**config.mk**
```make
export PLATFORM = sky130hd
export DESIGN_NAME = string_to_integer_parser
export DESIGN_NICKNAME = d
export VERILOG_FILES = /design/src/hdl/sip_pkg.sv /design/src/hdl/sip_front.sv /design/src/hdl/sip_parse.sv /design/src/hdl/sip_finish.sv /design/src/hdl/string_to_integer_parser.sv
export SDC_FILE = /design/constraint.sdc
export NUM_CORES = 2
export LEC_CHECK = 0
export BUFFER_PORTS_ARGS = -buffer_cell sky130_fd_sc_hd__buf_4
export CORE_MARGIN = 2
export CORE_UTILIZATION = 64
export CTS_CLUSTER_DIAMETER = 60
export CTS_CLUSTER_SIZE = 20
export DETAILED_ROUTE_END_ITERATION = 8
export GPL_ROUTABILITY_DRIVEN = 0
export PLACE_DENSITY = 0.91
export SLEW_MARGIN = 20
export SYNTH_ARGS = -nofsm -noshare
export SYNTH_HDL_FRONTEND = slang
export SYNTH_SLANG_ARGS = --single-unit
```
**constraint.sdc**
```tcl
create_clock -name clk -period 12 [get_ports clk]
set_input_delay 0.6 -clock clk [delete_from_list [all_inputs] [get_ports clk]]
set_output_delay 0.6 -clock clk [all_outputs]
set_load 0.05 [all_outputs]
```
**src/hdl/sip_pkg.sv**
```systemverilog
// ----------------------------------------------------------------------------
// sip_pkg
// Shared types, constants and helper functions of the string-to-integer
// parser: character classes, parse phases and the records passed between
// the front end, the parse engine and the finishing stages.
// ----------------------------------------------------------------------------
package sip_pkg;

	localparam int OFFSET_BITS  = 16;
	localparam int OFFSET_OUT_W = 16;
	localparam int CHAR_W       = 8;
	localparam int BASE_W       = 6;
	localparam int MODE_W       = 2;
	localparam int DIGIT_W      = 6;
	localparam int VALUE_W      = 64;
	localparam int HALF_W       = 32;
	localparam int PROD_W       = VALUE_W + BASE_W;
	localparam int DATA_W       = 32;
	localparam int ADDR_W       = 3;
	localparam int REG_SEL_BIT  = 2;

	// Character queue between the front end and the parse engine.
	localparam int Q_DEPTH = 4;
	localparam int Q_PTR_W = $clog2(Q_DEPTH);
	localparam int Q_CNT_W = $clog2(Q_DEPTH + 1);

	// Result queue at the output.
	localparam int O_DEPTH = 4;
	localparam int O_PTR_W = $clog2(O_DEPTH);
	localparam int O_CNT_W = $clog2(O_DEPTH + 1);

	// Longest chain of phase changes one character can cause.
	localparam int FEED_STEPS = 5;

	localparam logic [OFFSET_BITS-1:0] POS_MAX = '1;

	localparam logic [BASE_W-1:0] BASE_AUTO = BASE_W'(0);
	localparam logic [BASE_W-1:0] BASE_MIN  = BASE_W'(2);
	localparam logic [BASE_W-1:0] BASE_DEC  = BASE_W'(10);
	localparam logic [BASE_W-1:0] BASE_HEX  = BASE_W'(16);
	localparam logic [BASE_W-1:0] BASE_MAX  = BASE_W'(36);

	localparam logic [MODE_W-1:0] MODE_U32 = 2'd0;
	localparam logic [MODE_W-1:0] MODE_U64 = 2'd1;
	localparam logic [MODE_W-1:0] MODE_S32 = 2'd2;
	localparam logic [MODE_W-1:0] MODE_S64 = 2'd3;

	// Register select, taken from paddr[REG_SEL_BIT].
	localparam logic REG_NUMBER_BASE = 1'b0;
	localparam logic REG_RESULT_MODE = 1'b1;

	localparam logic [BASE_W-1:0] NUMBER_BASE_RST = BASE_DEC;
	localparam logic [MODE_W-1:0] RESULT_MODE_RST = MODE_U32;

	localparam logic [VALUE_W-1:0] ALL_ONES  = '1;
	localparam logic [VALUE_W-1:0] U32_MAX   = 64'h0000_0000_FFFF_FFFF;
	localparam logic [VALUE_W-1:0] S32_MAX   = 64'h0000_0000_7FFF_FFFF;
	localparam logic [VALUE_W-1:0] S32_NEG   = 64'h0000_0000_8000_0000;
	localparam logic [VALUE_W-1:0] S64_MAX   = 64'h7FFF_FFFF_FFFF_FFFF;
	localparam logic [VALUE_W-1:0] S64_NEG   = 64'h8000_0000_0000_0000;

	localparam logic [CHAR_W-1:0] CH_SPACE = 8'h20;
	localparam logic [CHAR_W-1:0] CH_TAB   = 8'h09;
	localparam logic [CHAR_W-1:0] CH_LF    = 8'h0A;
	localparam logic [CHAR_W-1:0] CH_VT    = 8'h0B;
	localparam logic [CHAR_W-1:0] CH_FF    = 8'h0C;
	localparam logic [CHAR_W-1:0] CH_CR    = 8'h0D;
	localparam logic [CHAR_W-1:0] CH_PLUS  = 8'h2B;
	localparam logic [CHAR_W-1:0] CH_MINUS = 8'h2D;
	localparam logic [CHAR_W-1:0] CH_0     = 8'h30;
	localparam logic [CHAR_W-1:0] CH_9     = 8'h39;
	localparam logic [CHAR_W-1:0] CH_UA    = 8'h41;
	localparam logic [CHAR_W-1:0] CH_UX    = 8'h58;
	localparam logic [CHAR_W-1:0] CH_UZ    = 8'h5A;
	localparam logic [CHAR_W-1:0] CH_LA    = 8'h61;
	localparam logic [CHAR_W-1:0] CH_LX    = 8'h78;
	localparam logic [CHAR_W-1:0] CH_LZ    = 8'h7A;

	localparam logic [DIGIT_W-1:0] LETTER_BASE = DIGIT_W'(10);

	typedef enum logic [6:0] {
		PH_OWS    = 7'b0000001,
		PH_IWS    = 7'b0000010,
		PH_SIGN   = 7'b0000100,
		PH_PREFIX = 7'b0001000,
		PH_ZERO   = 7'b0010000,
		PH_DIGITS = 7'b0100000,
		PH_DONE   = 7'b1000000
	} phase_t;

	// Classified character as it waits in the front queue.
	typedef struct packed {
		logic               eos;
		logic               space;
		logic               plus;
		logic               minus;
		logic               zero;
		logic               xchar;
		logic               has_digit;
		logic [DIGIT_W-1:0] digit;
	} cls_t;

	// Parse state at the end of a string, handed to the finishing stages.
	typedef struct packed {
		logic [VALUE_W-1:0]     acc;
		logic                   ovf;
		logic                   seen;
		logic                   ineg;
		logic                   oneg;
		logic [MODE_W-1:0]      mode;
		logic [OFFSET_BITS-1:0] offset;
	} fin_t;

	typedef struct packed {
		logic [VALUE_W-1:0]      value;
		logic                    err;
		logic                    any;
		logic [OFFSET_OUT_W-1:0] offset;
	} res_t;

	// The terminating item behaves as a zero byte, which belongs to no class.
	function automatic cls_t classify(input logic [CHAR_W-1:0] c, input logic eos);
		cls_t r;
		r     = '0;
		r.eos = eos;
		if (!eos) begin
			r.space = c inside {CH_SPACE, CH_TAB, CH_LF, CH_VT, CH_FF, CH_CR};
			r.plus  = (c == CH_PLUS);
			r.minus = (c == CH_MINUS);
			r.zero  = (c == CH_0);
			r.xchar = (c == CH_LX) || (c == CH_UX);
			if (c >= CH_0 && c <= CH_9) begin
				r.has_digit = 1'b1;
				r.digit     = DIGIT_W'(c - CH_0);
			end else if (c >= CH_LA && c <= CH_LZ) begin
				r.has_digit = 1'b1;
				r.digit     = DIGIT_W'(c - CH_LA) + LETTER_BASE;
			end else if (c >= CH_UA && c <= CH_UZ) begin
				r.has_digit = 1'b1;
				r.digit     = DIGIT_W'(c - CH_UA) + LETTER_BASE;
			end
		end
		return r;
	endfunction

	function automatic logic [OFFSET_BITS-1:0] pos_inc(input logic [OFFSET_BITS-1:0] p);
		return (p == POS_MAX) ? p : p + 1'b1;
	endfunction

endpackage

```
**src/hdl/sip_front.sv**
```systemverilog
// ----------------------------------------------------------------------------
// sip_front
// Front end: accepts characters, classifies them and holds them in a short
// queue until the parse engine takes them.
// ----------------------------------------------------------------------------
module sip_front (
	input  logic                         clk,
	input  logic                         arst_n,
	input  logic                         push,
	output logic                         full,
	input  logic [sip_pkg::CHAR_W-1:0]   char_code,
	input  logic                         end_of_string,
	output sip_pkg::cls_t                head,
	output logic                         head_valid,
	input  logic                         take
);
	import sip_pkg::*;

	cls_t               mem_q [Q_DEPTH];
	logic [Q_PTR_W-1:0] wr_ptr_q;
	logic [Q_PTR_W-1:0] rd_ptr_q;
	logic [Q_CNT_W-1:0] cnt_q;
	logic               wr_en;
	logic               rd_en;

	assign full       = (cnt_q == Q_CNT_W'(Q_DEPTH));
	assign head_valid = (cnt_q != '0);
	assign head       = mem_q[rd_ptr_q];
	assign wr_en      = push && !full;
	assign rd_en      = take && head_valid;

	always_ff @(posedge clk) begin
		if (wr_en) begin
			mem_q[wr_ptr_q] <= classify(char_code, end_of_string);
		end
	end

	always_ff @(posedge clk or negedge arst_n) begin
		if (!arst_n) begin
			wr_ptr_q <= '0;
			rd_ptr_q <= '0;
			cnt_q    <= '0;
		end else begin
			if (wr_en) begin
				wr_ptr_q <= (wr_ptr_q == Q_PTR_W'(Q_DEPTH - 1)) ? '0 : wr_ptr_q + 1'b1;
			end
			if (rd_en) begin
				rd_ptr_q <= (rd_ptr_q == Q_PTR_W'(Q_DEPTH - 1)) ? '0 : rd_ptr_q + 1'b1;
			end
			if (wr_en && !rd_en) begin
				cnt_q <= cnt_q + 1'b1;
			end else if (rd_en && !wr_en) begin
				cnt_q <= cnt_q - 1'b1;
			end
		end
	end

endmodule

```
**src/hdl/sip_parse.sv**
```systemverilog
// ----------------------------------------------------------------------------
// sip_parse
// Parse engine: walks the phase machine once per character (whitespace,
// signs, hex prefix, digits) and accumulates digits with one multiply-add
// and a carry check. At the end of a string it hands its state on.
// ----------------------------------------------------------------------------
module sip_parse (
	input  logic                         clk,
	input  logic                         arst_n,
	input  logic [sip_pkg::BASE_W-1:0]   cfg_base,
	input  logic [sip_pkg::MODE_W-1:0]   cfg_mode,
	input  sip_pkg::cls_t                head,
	input  logic                         head_valid,
	input  logic                         room,
	output logic                         take,
	output logic                         fin_valid_s1,
	output sip_pkg::fin_t                fin_s1
);
	import sip_pkg::*;

	phase_t                 phase_q;
	logic                   oneg_q;
	logic                   ineg_q;
	logic [VALUE_W-1:0]     acc_q;
	logic                   ovf_q;
	logic                   seen_q;
	logic [OFFSET_BITS-1:0] pos_q;
	logic [OFFSET_BITS-1:0] saved_q;
	logic [BASE_W-1:0]      ebase_q;

	phase_t                 ph_n;
	logic                   oneg_n;
	logic                   ineg_n;
	logic [VALUE_W-1:0]     acc_n;
	logic                   ovf_n;
	logic                   seen_n;
	logic [OFFSET_BITS-1:0] saved_n;
	logic [BASE_W-1:0]      eb_n;
	logic                   again;
	logic                   do_acc;
	logic                   signed_mode;
	logic                   digit_ok;
	logic [PROD_W-1:0]      prod;

	// A string end needs a free slot further down; plain characters never wait.
	assign take        = head_valid && (!head.eos || room);
	assign signed_mode = (cfg_mode == MODE_S32) || (cfg_mode == MODE_S64);

	always_comb begin
		ph_n    = phase_q;
		oneg_n  = oneg_q;
		ineg_n  = ineg_q;
		seen_n  = seen_q;
		saved_n = saved_q;
		eb_n    = (phase_q == PH_OWS && pos_q == '0) ? cfg_base : ebase_q;
		again   = 1'b1;
		do_acc  = 1'b0;
		for (int i = 0; i < FEED_STEPS; i++) begin
			if (again) begin
				again = 1'b0;
				case (ph_n)
					PH_OWS: begin
						if (!head.space) begin
							if (signed_mode) begin
								if (head.plus || head.minus) begin
									oneg_n  = head.minus;
									saved_n = pos_inc(pos_q);
								end else begin
									saved_n = pos_q;
									again   = 1'b1;
								end
								ph_n = PH_IWS;
							end else begin
								saved_n = pos_q;
								ph_n    = PH_SIGN;
								again   = 1'b1;
							end
						end
					end
					PH_IWS: begin
						if (!head.space) begin
							saved_n = (pos_q == saved_n) ? '0 : pos_q;
							ph_n    = PH_SIGN;
							again   = 1'b1;
						end
					end
					PH_SIGN: begin
						ph_n = PH_PREFIX;
						if (head.minus) begin
							ineg_n = 1'b1;
						end else if (!head.plus) begin
							again = 1'b1;
						end
					end
					PH_PREFIX: begin
						if ((eb_n == BASE_AUTO || eb_n == BASE_HEX) && head.zero) begin
							ph_n = PH_ZERO;
						end else begin
							if (eb_n == BASE_AUTO) begin
								eb_n = BASE_DEC;
							end
							ph_n  = PH_DIGITS;
							again = 1'b1;
						end
					end
					PH_ZERO: begin
						// The leading zero counts as a digit of value zero; the
						// accumulator is still zero, so only the flag changes.
						if (head.xchar) begin
							eb_n = BASE_HEX;
						end else begin
							if (eb_n == BASE_AUTO) begin
								eb_n = BASE_DEC;
							end
							seen_n = 1'b1;
							again  = 1'b1;
						end
						ph_n = PH_DIGITS;
					end
					PH_DIGITS: begin
						if (head.has_digit && BASE_W'(head.digit) < eb_n &&
								eb_n >= BASE_MIN && eb_n <= BASE_MAX) begin
							do_acc = 1'b1;
						end else begin
							if (seen_n) begin
								saved_n = pos_q;
							end
							ph_n = PH_DONE;
						end
					end
					default: begin
					end
				endcase
			end
		end
	end

	assign digit_ok = do_acc;
	assign prod     = PROD_W'(acc_q) * PROD_W'(eb_n) + PROD_W'(head.digit);

	always_comb begin
		acc_n = acc_q;
		ovf_n = ovf_q;
		if (digit_ok) begin
			if (!ovf_q) begin
				if (prod[PROD_W-1:VALUE_W] != '0) begin
					ovf_n = 1'b1;
					acc_n = ALL_ONES;
				end else begin
					acc_n = prod[VALUE_W-1:0];
				end
			end
		end
	end

	always_ff @(posedge clk or negedge arst_n) begin
		if (!arst_n) begin
			phase_q      <= PH_OWS;
			oneg_q       <= 1'b0;
			ineg_q       <= 1'b0;
			acc_q        <= '0;
			ovf_q        <= 1'b0;
			seen_q       <= 1'b0;
			pos_q        <= '0;
			saved_q      <= '0;
			ebase_q      <= BASE_DEC;
			fin_valid_s1 <= 1'b0;
		end else begin
			fin_valid_s1 <= take && head.eos;
			if (take) begin
				ebase_q <= eb_n;
				if (head.eos) begin
					phase_q <= PH_OWS;
					oneg_q  <= 1'b0;
					ineg_q  <= 1'b0;
					acc_q   <= '0;
					ovf_q   <= 1'b0;
					seen_q  <= 1'b0;
					pos_q   <= '0;
					saved_q <= '0;
				end else begin
					phase_q <= ph_n;
					oneg_q  <= oneg_n;
					ineg_q  <= ineg_n;
					acc_q   <= acc_n;
					ovf_q   <= ovf_n;
					seen_q  <= seen_n || digit_ok;
					pos_q   <= pos_inc(pos_q);
					saved_q <= saved_n;
				end
			end
		end
	end

	always_ff @(posedge clk) begin
		if (take && head.eos) begin
			fin_s1.acc    <= acc_n;
			fin_s1.ovf    <= ovf_n;
			fin_s1.seen   <= seen_n || digit_ok;
			fin_s1.ineg   <= ineg_n;
			fin_s1.oneg   <= oneg_n;
			fin_s1.mode   <= cfg_mode;
			fin_s1.offset <= saved_n;
		end
	end

endmodule

```
**src/hdl/sip_finish.sv**
```systemverilog
// ----------------------------------------------------------------------------
// sip_finish
// Finishing stages: negation and 32-bit clamp, then the signed-range clamp
// and sign extension, then the result queue that faces the consumer.
// ----------------------------------------------------------------------------
module sip_finish (
	input  logic                         clk,
	input  logic                         arst_n,
	input  logic                         fin_valid_s1,
	input  sip_pkg::fin_t                fin_s1,
	output logic                         room,
	output logic                         empty,
	input  logic                         pop,
	output sip_pkg::res_t                res
);
	import sip_pkg::*;

	logic                   valid_s2;
	logic [VALUE_W-1:0]     u_s2;
	logic                   err_s2;
	logic                   oneg_s2;
	logic                   seen_s2;
	logic [MODE_W-1:0]      mode_s2;
	logic [OFFSET_BITS-1:0] offset_s2;

	logic [VALUE_W-1:0]     u_c;
	logic                   err_c;
	logic                   wide_s1;

	logic [VALUE_W-1:0]     v_c;
	logic                   verr_c;
	logic                   wide_s2;
	logic                   signed_s2;
	logic [VALUE_W-1:0]     pmax;
	logic [VALUE_W-1:0]     pneg;

	res_t                   mem_q [O_DEPTH];
	logic [O_PTR_W-1:0]     wr_ptr_q;
	logic [O_PTR_W-1:0]     rd_ptr_q;
	logic [O_CNT_W-1:0]     cnt_q;
	logic [O_CNT_W:0]       busy;
	logic                   rd_en;

	assign wide_s1 = (fin_s1.mode == MODE_U64) || (fin_s1.mode == MODE_S64);

	always_comb begin
		err_c = fin_s1.ovf;
		u_c   = fin_s1.ineg ? (VALUE_W'(0) - fin_s1.acc) : fin_s1.acc;
		if (!wide_s1) begin
			if (!fin_s1.ineg && fin_s1.acc[VALUE_W-1:HALF_W] != '0) begin
				err_c = 1'b1;
				u_c   = U32_MAX;
			end
			u_c[VALUE_W-1:HALF_W] = '0;
		end
	end

	always_ff @(posedge clk or negedge arst_n) begin
		if (!arst_n) begin
			valid_s2 <= 1'b0;
		end else begin
			valid_s2 <= fin_valid_s1;
		end
	end

	always_ff @(posedge clk) begin
		if (fin_valid_s1) begin
			u_s2      <= u_c;
			err_s2    <= err_c;
			oneg_s2   <= fin_s1.oneg;
			seen_s2   <= fin_s1.seen;
			mode_s2   <= fin_s1.mode;
			offset_s2 <= fin_s1.offset;
		end
	end

	assign wide_s2   = (mode_s2 == MODE_U64) || (mode_s2 == MODE_S64);
	assign signed_s2 = (mode_s2 == MODE_S32) || (mode_s2 == MODE_S64);
	assign pmax      = wide_s2 ? S64_MAX : S32_MAX;
	assign pneg      = wide_s2 ? S64_NEG : S32_NEG;

	always_comb begin
		v_c    = u_s2;
		verr_c = err_s2;
		if (signed_s2) begin
			if (!oneg_s2) begin
				if (u_s2 > pmax) begin
					verr_c = 1'b1;
					v_c    = pmax;
				end
			end else begin
				if (u_s2 > pneg) begin
					verr_c = 1'b1;
					v_c    = pneg;
				end else begin
					v_c = VALUE_W'(0) - u_s2;
				end
			end
			if (!wide_s2) begin
				v_c[VALUE_W-1:HALF_W] = {HALF_W{v_c[HALF_W-1]}};
			end
		end
		if (!seen_s2) begin
			v_c    = '0;
			verr_c = 1'b0;
		end
	end

	// Results in flight count against the queue, so a finished result
	// always finds a free slot.
	assign busy  = (O_CNT_W + 1)'(cnt_q) + (O_CNT_W + 1)'(fin_valid_s1) +
		(O_CNT_W + 1)'(valid_s2);
	assign room  = (busy < (O_CNT_W + 1)'(O_DEPTH));
	assign empty = (cnt_q == '0);
	assign res   = mem_q[rd_ptr_q];
	assign rd_en = pop && !empty;

	always_ff @(posedge clk) begin
		if (valid_s2) begin
			mem_q[wr_ptr_q] <= '{value: v_c, err: verr_c, any: seen_s2,
				offset: OFFSET_OUT_W'(offset_s2)};
		end
	end

	always_ff @(posedge clk or negedge arst_n) begin
		if (!arst_n) begin
			wr_ptr_q <= '0;
			rd_ptr_q <= '0;
			cnt_q    <= '0;
		end else begin
			if (valid_s2) begin
				wr_ptr_q <= (wr_ptr_q == O_PTR_W'(O_DEPTH - 1)) ? '0 : wr_ptr_q + 1'b1;
			end
			if (rd_en) begin
				rd_ptr_q <= (rd_ptr_q == O_PTR_W'(O_DEPTH - 1)) ? '0 : rd_ptr_q + 1'b1;
			end
			if (valid_s2 && !rd_en) begin
				cnt_q <= cnt_q + 1'b1;
			end else if (rd_en && !valid_s2) begin
				cnt_q <= cnt_q - 1'b1;
			end
		end
	end

endmodule

```
**src/hdl/string_to_integer_parser.sv**
```systemverilog
// ----------------------------------------------------------------------------
// string_to_integer_parser
// Streaming string-to-integer converter: one character per transfer, one
// result per string, with whitespace, signs, hex prefix, saturation and
// range clamping for 32/64-bit unsigned and signed results.
//
//   channel   direction  handshake           contents
//   input     in         push / full         char_code, end_of_string
//   result    out        pop / empty         value_bits, range_error,
//                                            any_digits, end_offset
//   config    in/out     APB psel/penable    number_base, result_mode
//
// A character is taken every cycle while full is low; the per-character
// multiply-add on the 64-bit accumulator is the loop that sets that rate.
// After its end-of-string transfer a result passes the front queue, the
// parse engine's fin_s1 register and the s2 finishing stage, and is then
// written into the result queue.
// Both queues are four deep; full rises only when the parse engine stalls
// on a string end for want of a free result slot.
// Reset clears all control state; no clearing pass is needed.
// ----------------------------------------------------------------------------
module string_to_integer_parser (
	input  logic                              clk,
	input  logic                              arst_n,
	input  logic                              push,
	output logic                              full,
	input  logic [sip_pkg::CHAR_W-1:0]        char_code,
	input  logic                              end_of_string,
	output logic                              empty,
	input  logic                              pop,
	output logic [sip_pkg::VALUE_W-1:0]       value_bits,
	output logic                              range_error,
	output logic                              any_digits,
	output logic [sip_pkg::OFFSET_OUT_W-1:0]  end_offset,
	input  logic                              psel,
	input  logic                              penable,
	input  logic                              pwrite,
	input  logic [sip_pkg::ADDR_W-1:0]        paddr,
	input  logic [sip_pkg::DATA_W-1:0]        pwdata,
	output logic [sip_pkg::DATA_W-1:0]        prdata,
	output logic                              pready
);
	import sip_pkg::*;

	logic [BASE_W-1:0] number_base_q;
	logic [MODE_W-1:0] result_mode_q;
	logic              cfg_wr;

	cls_t              head;
	logic              head_valid;
	logic              take;
	logic              room;
	logic              fin_valid_s1;
	fin_t              fin_s1;
	res_t              res;

	assign pready = 1'b1;
	assign cfg_wr = psel && penable && pwrite && pready;
	assign prdata = (paddr[REG_SEL_BIT] == REG_RESULT_MODE) ? DATA_W'(result_mode_q)
		: DATA_W'(number_base_q);

	always_ff @(posedge clk or negedge arst_n) begin
		if (!arst_n) begin
			number_base_q <= NUMBER_BASE_RST;
			result_mode_q <= RESULT_MODE_RST;
		end else if (cfg_wr) begin
			case (paddr[REG_SEL_BIT])
				REG_NUMBER_BASE: number_base_q <= pwdata[BASE_W-1:0];
				REG_RESULT_MODE: result_mode_q <= pwdata[MODE_W-1:0];
				default: begin
				end
			endcase
		end
	end

	sip_front u_front (
		.clk           (clk),
		.arst_n        (arst_n),
		.push          (push),
		.full          (full),
		.char_code     (char_code),
		.end_of_string (end_of_string),
		.head          (head),
		.head_valid    (head_valid),
		.take          (take)
	);

	sip_parse u_parse (
		.clk          (clk),
		.arst_n       (arst_n),
		.cfg_base     (number_base_q),
		.cfg_mode     (result_mode_q),
		.head         (head),
		.head_valid   (head_valid),
		.room         (room),
		.take         (take),
		.fin_valid_s1 (fin_valid_s1),
		.fin_s1       (fin_s1)
	);

	sip_finish u_finish (
		.clk          (clk),
		.arst_n       (arst_n),
		.fin_valid_s1 (fin_valid_s1),
		.fin_s1       (fin_s1),
		.room         (room),
		.empty        (empty),
		.pop          (pop),
		.res          (res)
	);

	assign value_bits  = res.value;
	assign range_error = res.err;
	assign any_digits  = res.any;
	assign end_offset  = res.offset;

	// A string end leaves the parse engine only when a result slot was free.
	a_room_before_finish: assert property (@(posedge clk) disable iff (!arst_n)
		fin_valid_s1 |-> $past(room))
		else $error("string end finished without a free result slot");

	// With no digit the result is zero and carries no range error.
	a_no_digits_clean: assert property (@(posedge clk) disable iff (!arst_n)
		(!empty && !any_digits) |-> (value_bits == '0 && !range_error))
		else $error("result without digits is not clean");

	// Signed 32-bit results are sign-extended to the full width.
	a_s32_extended: assert property (@(posedge clk) disable iff (!arst_n)
		(!empty && result_mode_q == MODE_S32) |->
			(value_bits[VALUE_W-1:HALF_W] == {HALF_W{value_bits[HALF_W-1]}}))
		else $error("signed 32-bit result not sign-extended");

	// Unsigned 32-bit results have a clear upper half.
	a_u32_zero_upper: assert property (@(posedge clk) disable iff (!arst_n)
		(!empty && result_mode_q == MODE_U32) |-> (value_bits[VALUE_W-1:HALF_W] == '0))
		else $error("unsigned 32-bit result has upper bits set");

endmodule

```
; ---- Yosys cells after proc, flatten, opt, wreduce, memory -nomap -nowiden
; Memories as Yosys holds them, arrays and structs flattened.
; Cells that the tools add are included.
; Widths: inputs -> output; s select.
[word_totals]
register_bits = 308
mem_bits_rw = 380
input_bits = 51
out_inout_bits = 117
word_cells = 442
n_memories = 2
[op_classes]
addsub = 19
multipliers = 1
order_cmp = 24
eq_ne = 64
mux = 226
bitwise = 1
reduce_logical = 72
[memory_table]
columns = name, words, word_bits, rd, rd_clocked_by_memory_dff, wr, line_no
row1 = u_finish.mem_q, 4, 82, 1, 0, 1, sip_finish.sv:37  ; res_t mem_q [O_DEPTH];
row2 = u_front.mem_q, 4, 13, 1, 0, 1, sip_front.sv:19  ; cls_t mem_q [Q_DEPTH];
[op_table]
columns = operator, count
row1 = $mux 64, 11
row2 = $mux 16, 34
row3 = $pmux 16 s3, 5
row4 = $pmux 7 s6, 5
row5 = $mux 7, 23
row6 = $mux 6, 26
row7 = $gt 64x64->1, 2
row8 = $sub 1x64->64 const A, 2
row9 = $mux 1, 98
row10 = $mux 32, 3
row11 = $eq 16x16->1, 5
row12 = $add 70x6->70, 1
row13 = $mul 64x6->70, 1
row14 = $mux 63, 1
row15 = $pmux 6 s2, 5
row16 = $eq 8x4->1 const B, 5
row17 = $logic_and 1x1->1, 36
row18 = $eq 7x1->1 const B, 5
row19 = $eq 7x2->1 const B, 5
row20 = $eq 7x3->1 const B, 5
row21 = $eq 7x4->1 const B, 5
row22 = $eq 7x5->1 const B, 5
row23 = $eq 7x6->1 const B, 5
row24 = $eq 8x6->1 const B, 4
row25 = 38 further kinds, 110

; ---- Logic depth before layout (Yosys ltp)
[logic_depth]
depth_word = 39
mapped_depth = 35
depth_no_buf = 30

; ---- By module
; A second synthesis with hierarchy kept.
[hier_totals]
cells_unflattened = 4287
area_unflattened_um2 = 47465.5
[by_module_without_submodules]
columns = module, instances, cells_each, area_per_inst_um2, seq_area_each_um2
row1 = sip_parse, 1, 2631, 23991.8, 5439.0
row2 = sip_finish, 1, 1418, 20060.5, 12602.1
row3 = sip_front, 1, 185, 2822.7, 1736.7
row4 = string_to_integer_parser, 1, 53, 590.6, 202.7

; ---- Least setup slack after synthesis
; Ideal clock, no wire load.
[synth_timing]
kind = flip-flop to flip-flop
from = register u_parse.phase_q[0]
to = register u_parse.fin_s1[73] (netlist name)
setup_ps = 266
t_arrival_ps = 8234
required_time_ps = 11734
path_slack_ps = 3500
path_stages_with_launch = 32
path_buffers = 6
period_less_slack_ps = 8500
cell_sequence = dfstp_2 > buf_2 > nor3b_2 > and4_1 > buf_2 > nand3_1 > a21oi_2 > nor4_1 > or4_1 > a41oi_2 > clkbuf_1 > clkbuf_1 > and2_1 > fa_1 > fa_1 > fa_1 > ha_1 > ha_1 > and2_1 > o21bai_1 > or4_1 > a21oi_1 > a311o_1 > a21oi_1 > o21ai_0 > a21oi_1 > mux2_2 > nor4_1 > nor2b_1 > buf_2 > buf_2 > a21oi_1
[synth_between]
elab_chain_cells = 38
word_cells_on_any_way = 157
cone_classes = 1 x add/sub / 1 x mul / 15 x order compare / 32 x eq/ne / 76 x mux / 32 x reduce/logical
[synth_rtl]
columns = item, line_no
row1 = from (decl), sip_parse.sv:21  ; phase_t phase_q;
row2 = from (signal assigned), sip_parse.sv:182  ; phase_q <= ph_n;
row3 = "parallel branches: the longest is 37 deep, another holds $lt 6x6->1", n/a
row4 = $mux 64 *, sip_parse.sv:144  ; if (digit_ok) begin
row5 = net u_parse.acc_n[51], sip_parse.sv:34  ; logic [VALUE_W-1:0] acc_n;
; Mark *: on every way through the listed nets, which the timed path passes.
; A chain may end at the register's enable or synchronous reset.

; ---- Worst setup path after layout
[layout_timing]
from = register u_parse.pos_q[14]
to = register u_parse.fin_s1[78] (netlist name)
[layout_between]
elab_chain_cells = 38
word_cells_on_any_way = 150
cone_classes = 1 x add/sub / 1 x mul / 15 x order compare / 26 x eq/ne / 74 x mux / 33 x reduce/logical
[layout_rtl]
columns = item, line_no
row1 = from (decl), sip_parse.sv:27  ; logic [OFFSET_BITS-1:0] pos_q;
row2 = from (signal assigned), sip_parse.sv:188  ; pos_q <= pos_inc(pos_q);
row3 = $logic_not 16->1 *, sip_parse.sv:55  ; eb_n = (phase_q == PH_OWS && pos_q == '0) ? cfg_base : ebase_q;
row4 = $logic_and 1x1->1 *, sip_parse.sv:55
row5 = $mux 6 *, sip_parse.sv:55
row6 = "parallel branches: the longest is 34 deep, another holds $lt 6x6->1", n/a
row7 = $mux 64 *, sip_parse.sv:144
row8 = net u_parse.acc_n[56], sip_parse.sv:34
; Marked as above.

==> flow_metrics.tcl <==
set metrics [dict create \
    crit_required_ps 12330 \
    avgSynthCellArea_um2 10.9 \
    dp.final_hpwl_um 82900 \
    drcViolationCount 2 \
    yosysTopAreaCell "edfxtp_1" \
    startpoint "u_parse.pos_q[14]$_DFFE_PN0P_" \
    ir_worst_vdd_v 0.000175 \
    first_pass_iters 9 \
    ant_nets 0 \
    vias 36600 \
    max_slew_margin_pct 22.5 \
    std_cell_rows 100 \
    grt_pass1_vias 36200 \
    wirelength_um 119000 \
    num_io_pins 168 \
    synth_cells 4393 \
    grt_usage_pct 31.0 \
    yosys-top-cells-area "edfxtp_1 35%, fa_1 11%, dfrtp_1 6.9%" \
    critical_path_class "reg -> reg" \
    ctsHoldBuffers 0 \
    status "finished with violations" \
    worstSetupEndpointType "flop" \
    tightestPinTransition_ps 1150 \
    leakage_uw 0.0207 \
    coreArea_um2 74300 \
    antenna_found_initial 0 \
    die_w_um 278 \
    power.total_uw 12000 \
    fillCellCount 4970 \
    setup-violations-final 0 \
    fin_crit_ps 10770 \
    cts_tree "yes" \
    dieHeight_um 278 \
    diodes 0 \
    grt_pass1_wl_um 193000 \
    port_buffers 112 \
    synth-seq-cells 688 \
    final_area_um2 51000 \
    nets 4891 \
    slew_viol_final 0 \
    area_growth_pct 6.33 \
    layout_common_cells "551 x edfxtp_1, 433 x a21oi_1, 424 x and2_1" \
    worst_setup_path_start_kind "flop" \
    tns_ps 0 \
    synth_edf_count 551 \
    synth-main-ff-cell "edfxtp_1" \
    multiInputGateArea_um2 26500 \
    fin_skew_ps 32.4 \
    drtIter0Drc 5001 \
    path_max_fanout 35 \
    synth_area_um2 47900 \
    wl_per_cell_um 22.2 \
    reg2reg_from "u_parse.pos_q[14]$_DFFE_PN0P_" \
    violations "design-rule violations" \
    regArea_um2 20000 \
    grt_max_degree 90 \
    powerDensity_nw_per_um2 235 \
    cts_buffers 46 \
    yosysWarnings 0 \
    clock_path_buffers 3 \
    cpMaxStageDelayCell "nor4_1" \
    cts_setup_buffers 0 \
    cts_root_buf "clkbuf_16" \
    gr-total-overflow 0 \
    placed_area_um2 49400 \
    htree_levels 2 \
    final-hold-violation-count 0 \
    fmax_mhz 92.9 \
    grt_setup_unrepaired "false" \
    synth_seq_area_share_pct 41.7 \
    dieArea_um2 77100 \
    crit_arrival_ps 11100 \
    cpPeakStageDelay_ps 790 \
    cts.reportedPaths.clkPinSlew_ps 80 \
    drive_above_1_share_pct 9.74 \
    vias_per_cell 6.82 \
    cts_resized 0 \
    hold_class "in -> async" \
    synth_top_area_share_pct 34.5 \
    insertion_delay_ps 620 \
    fin_hold_ws_ps 68.5 \
    r2r_slack_ps 1230 \
    synth_cell_types 101 \
    final_common_cell "edfxtp_1" \
    async_flop_share_pct 19.9 \
    fin_crit_sh_pct 89.8 \
    cts_sinks 688 \
    max-cap-violations 0 \
    initial_core_util_pct 64.5 \
]
-- Yosys cell counts (23+ instances only) --
master    instances
nand3_1          68
mux4_2           95
buf_4            32
a31oi_1          38
edfxtp_1        551
o21a_1           24
ha_1            229
o22ai_1          23
nor3_1           88
xnor2_1          90
fa_1            254
or4_1            25
nor2_1          292
and2_1          428
buf_2            35
o31ai_1          45
a21o_1           78
xor2_1           58
nand4_1          48
and3_1           25
nor4_1           29
o21ai_0         191
nand2_1         268
o211ai_1         23
nor2b_1          26
a211oi_1         33
dfrtp_1         132
inv_1           127
or3_1            47
a21oi_1         435
clkbuf_1        185
-- worst max-delay path: cells and delay by family, from the launching register on --
family	cells	cell delay, ps
buffers and inverters	3	800
adder cells (fa/ha/maj)	5	2150
AND/OR/NAND/NOR	9	3050
multiplexers	1	320
AO/OA/AOI/OAI	10	3580
flip-flops	1	570
-- power by group --
group | switching (uW) | total, uW | leakage, uW | internal (uW)
Sequential | 722 | 4250 | 0.00692 | 3520
Clock | 843 | 1680 | 0.000738 | 836
Combinational | 3980 | 6060 | 0.0131 | 2080
-- final cells by class --
type	instances	share of cell area [%]
timing repair buffer	160	2.41
tap	969	2.38
sequential	688	39.2
multi-input combinational	3328	52.0
inverter	133	0.982
clock inverter	18	0.575
clock buffer	67	2.43
-- worst paths after layout --
kind | to | cells after the start
worst min register to register | u_finish.offset_s2[14]$_DFFE_PP_ | 0
min in group clk | number_base_q[2]$_DFFE_PN0P_ | 2
worst max-delay path | u_parse.fin_s1[78]$_DFFE_PP_ | 28
max in group asynchronous | u_parse.acc_q[29]$_DFFE_PN0P_ | 2
worst max register to register | u_parse.fin_s1[78]$_DFFE_PP_ | 28
worst min-delay path | u_front.wr_ptr_q[1]$_DFFE_PN0P_ | 1
-- registers in the layout, summed over array words and instances, names as in the netlist, 3 cells and up --
register,cells
u_finish.mem_q,328
u_parse.fin_s1,86
u_finish.u_s2,64
u_parse.acc_q,64
u_front.mem_q,52
u_finish.offset_s2,16
u_parse.pos_q,16
u_parse.saved_q,16
u_parse.phase_q,7
number_base_q,6
u_parse.ebase_q,6
u_finish.cnt_q,3
u_front.cnt_q,3
-- stage by stage --
stage | instances | setup slack (ps) | utilization [%]
after global routing | 5363 | 626 | 68.6
after CTS | 5363 | 1440 | 68.6
after detailed placement | 5278 | 1480 | 66.5
after global placement | 5278 | 1680 | 66.5
final | 5363 | 1230 | 68.6
after floorplan | 4418 | 3500 | -
-- metal layers --
metal / track usage [%] / wire length (um)
met2: 51.7 / 57800
met4: 11.3 / 4870
met3: 5.77 / 11800
met1: 40.8 / 44900
met5: 0 / 0
-- cells by family after synthesis --
family / synth area share [%]
other: 0.0157
DFF: 41.7
and+or+nand+nor: 16.2
xor gates and xnor gates: 2.70
adders and majority gates: 16.6
buffers and inverters: 3.49
AOI/OAI and AO/OA: 14.2
muxes: 5.16
(Power assumes the default switching activity.)
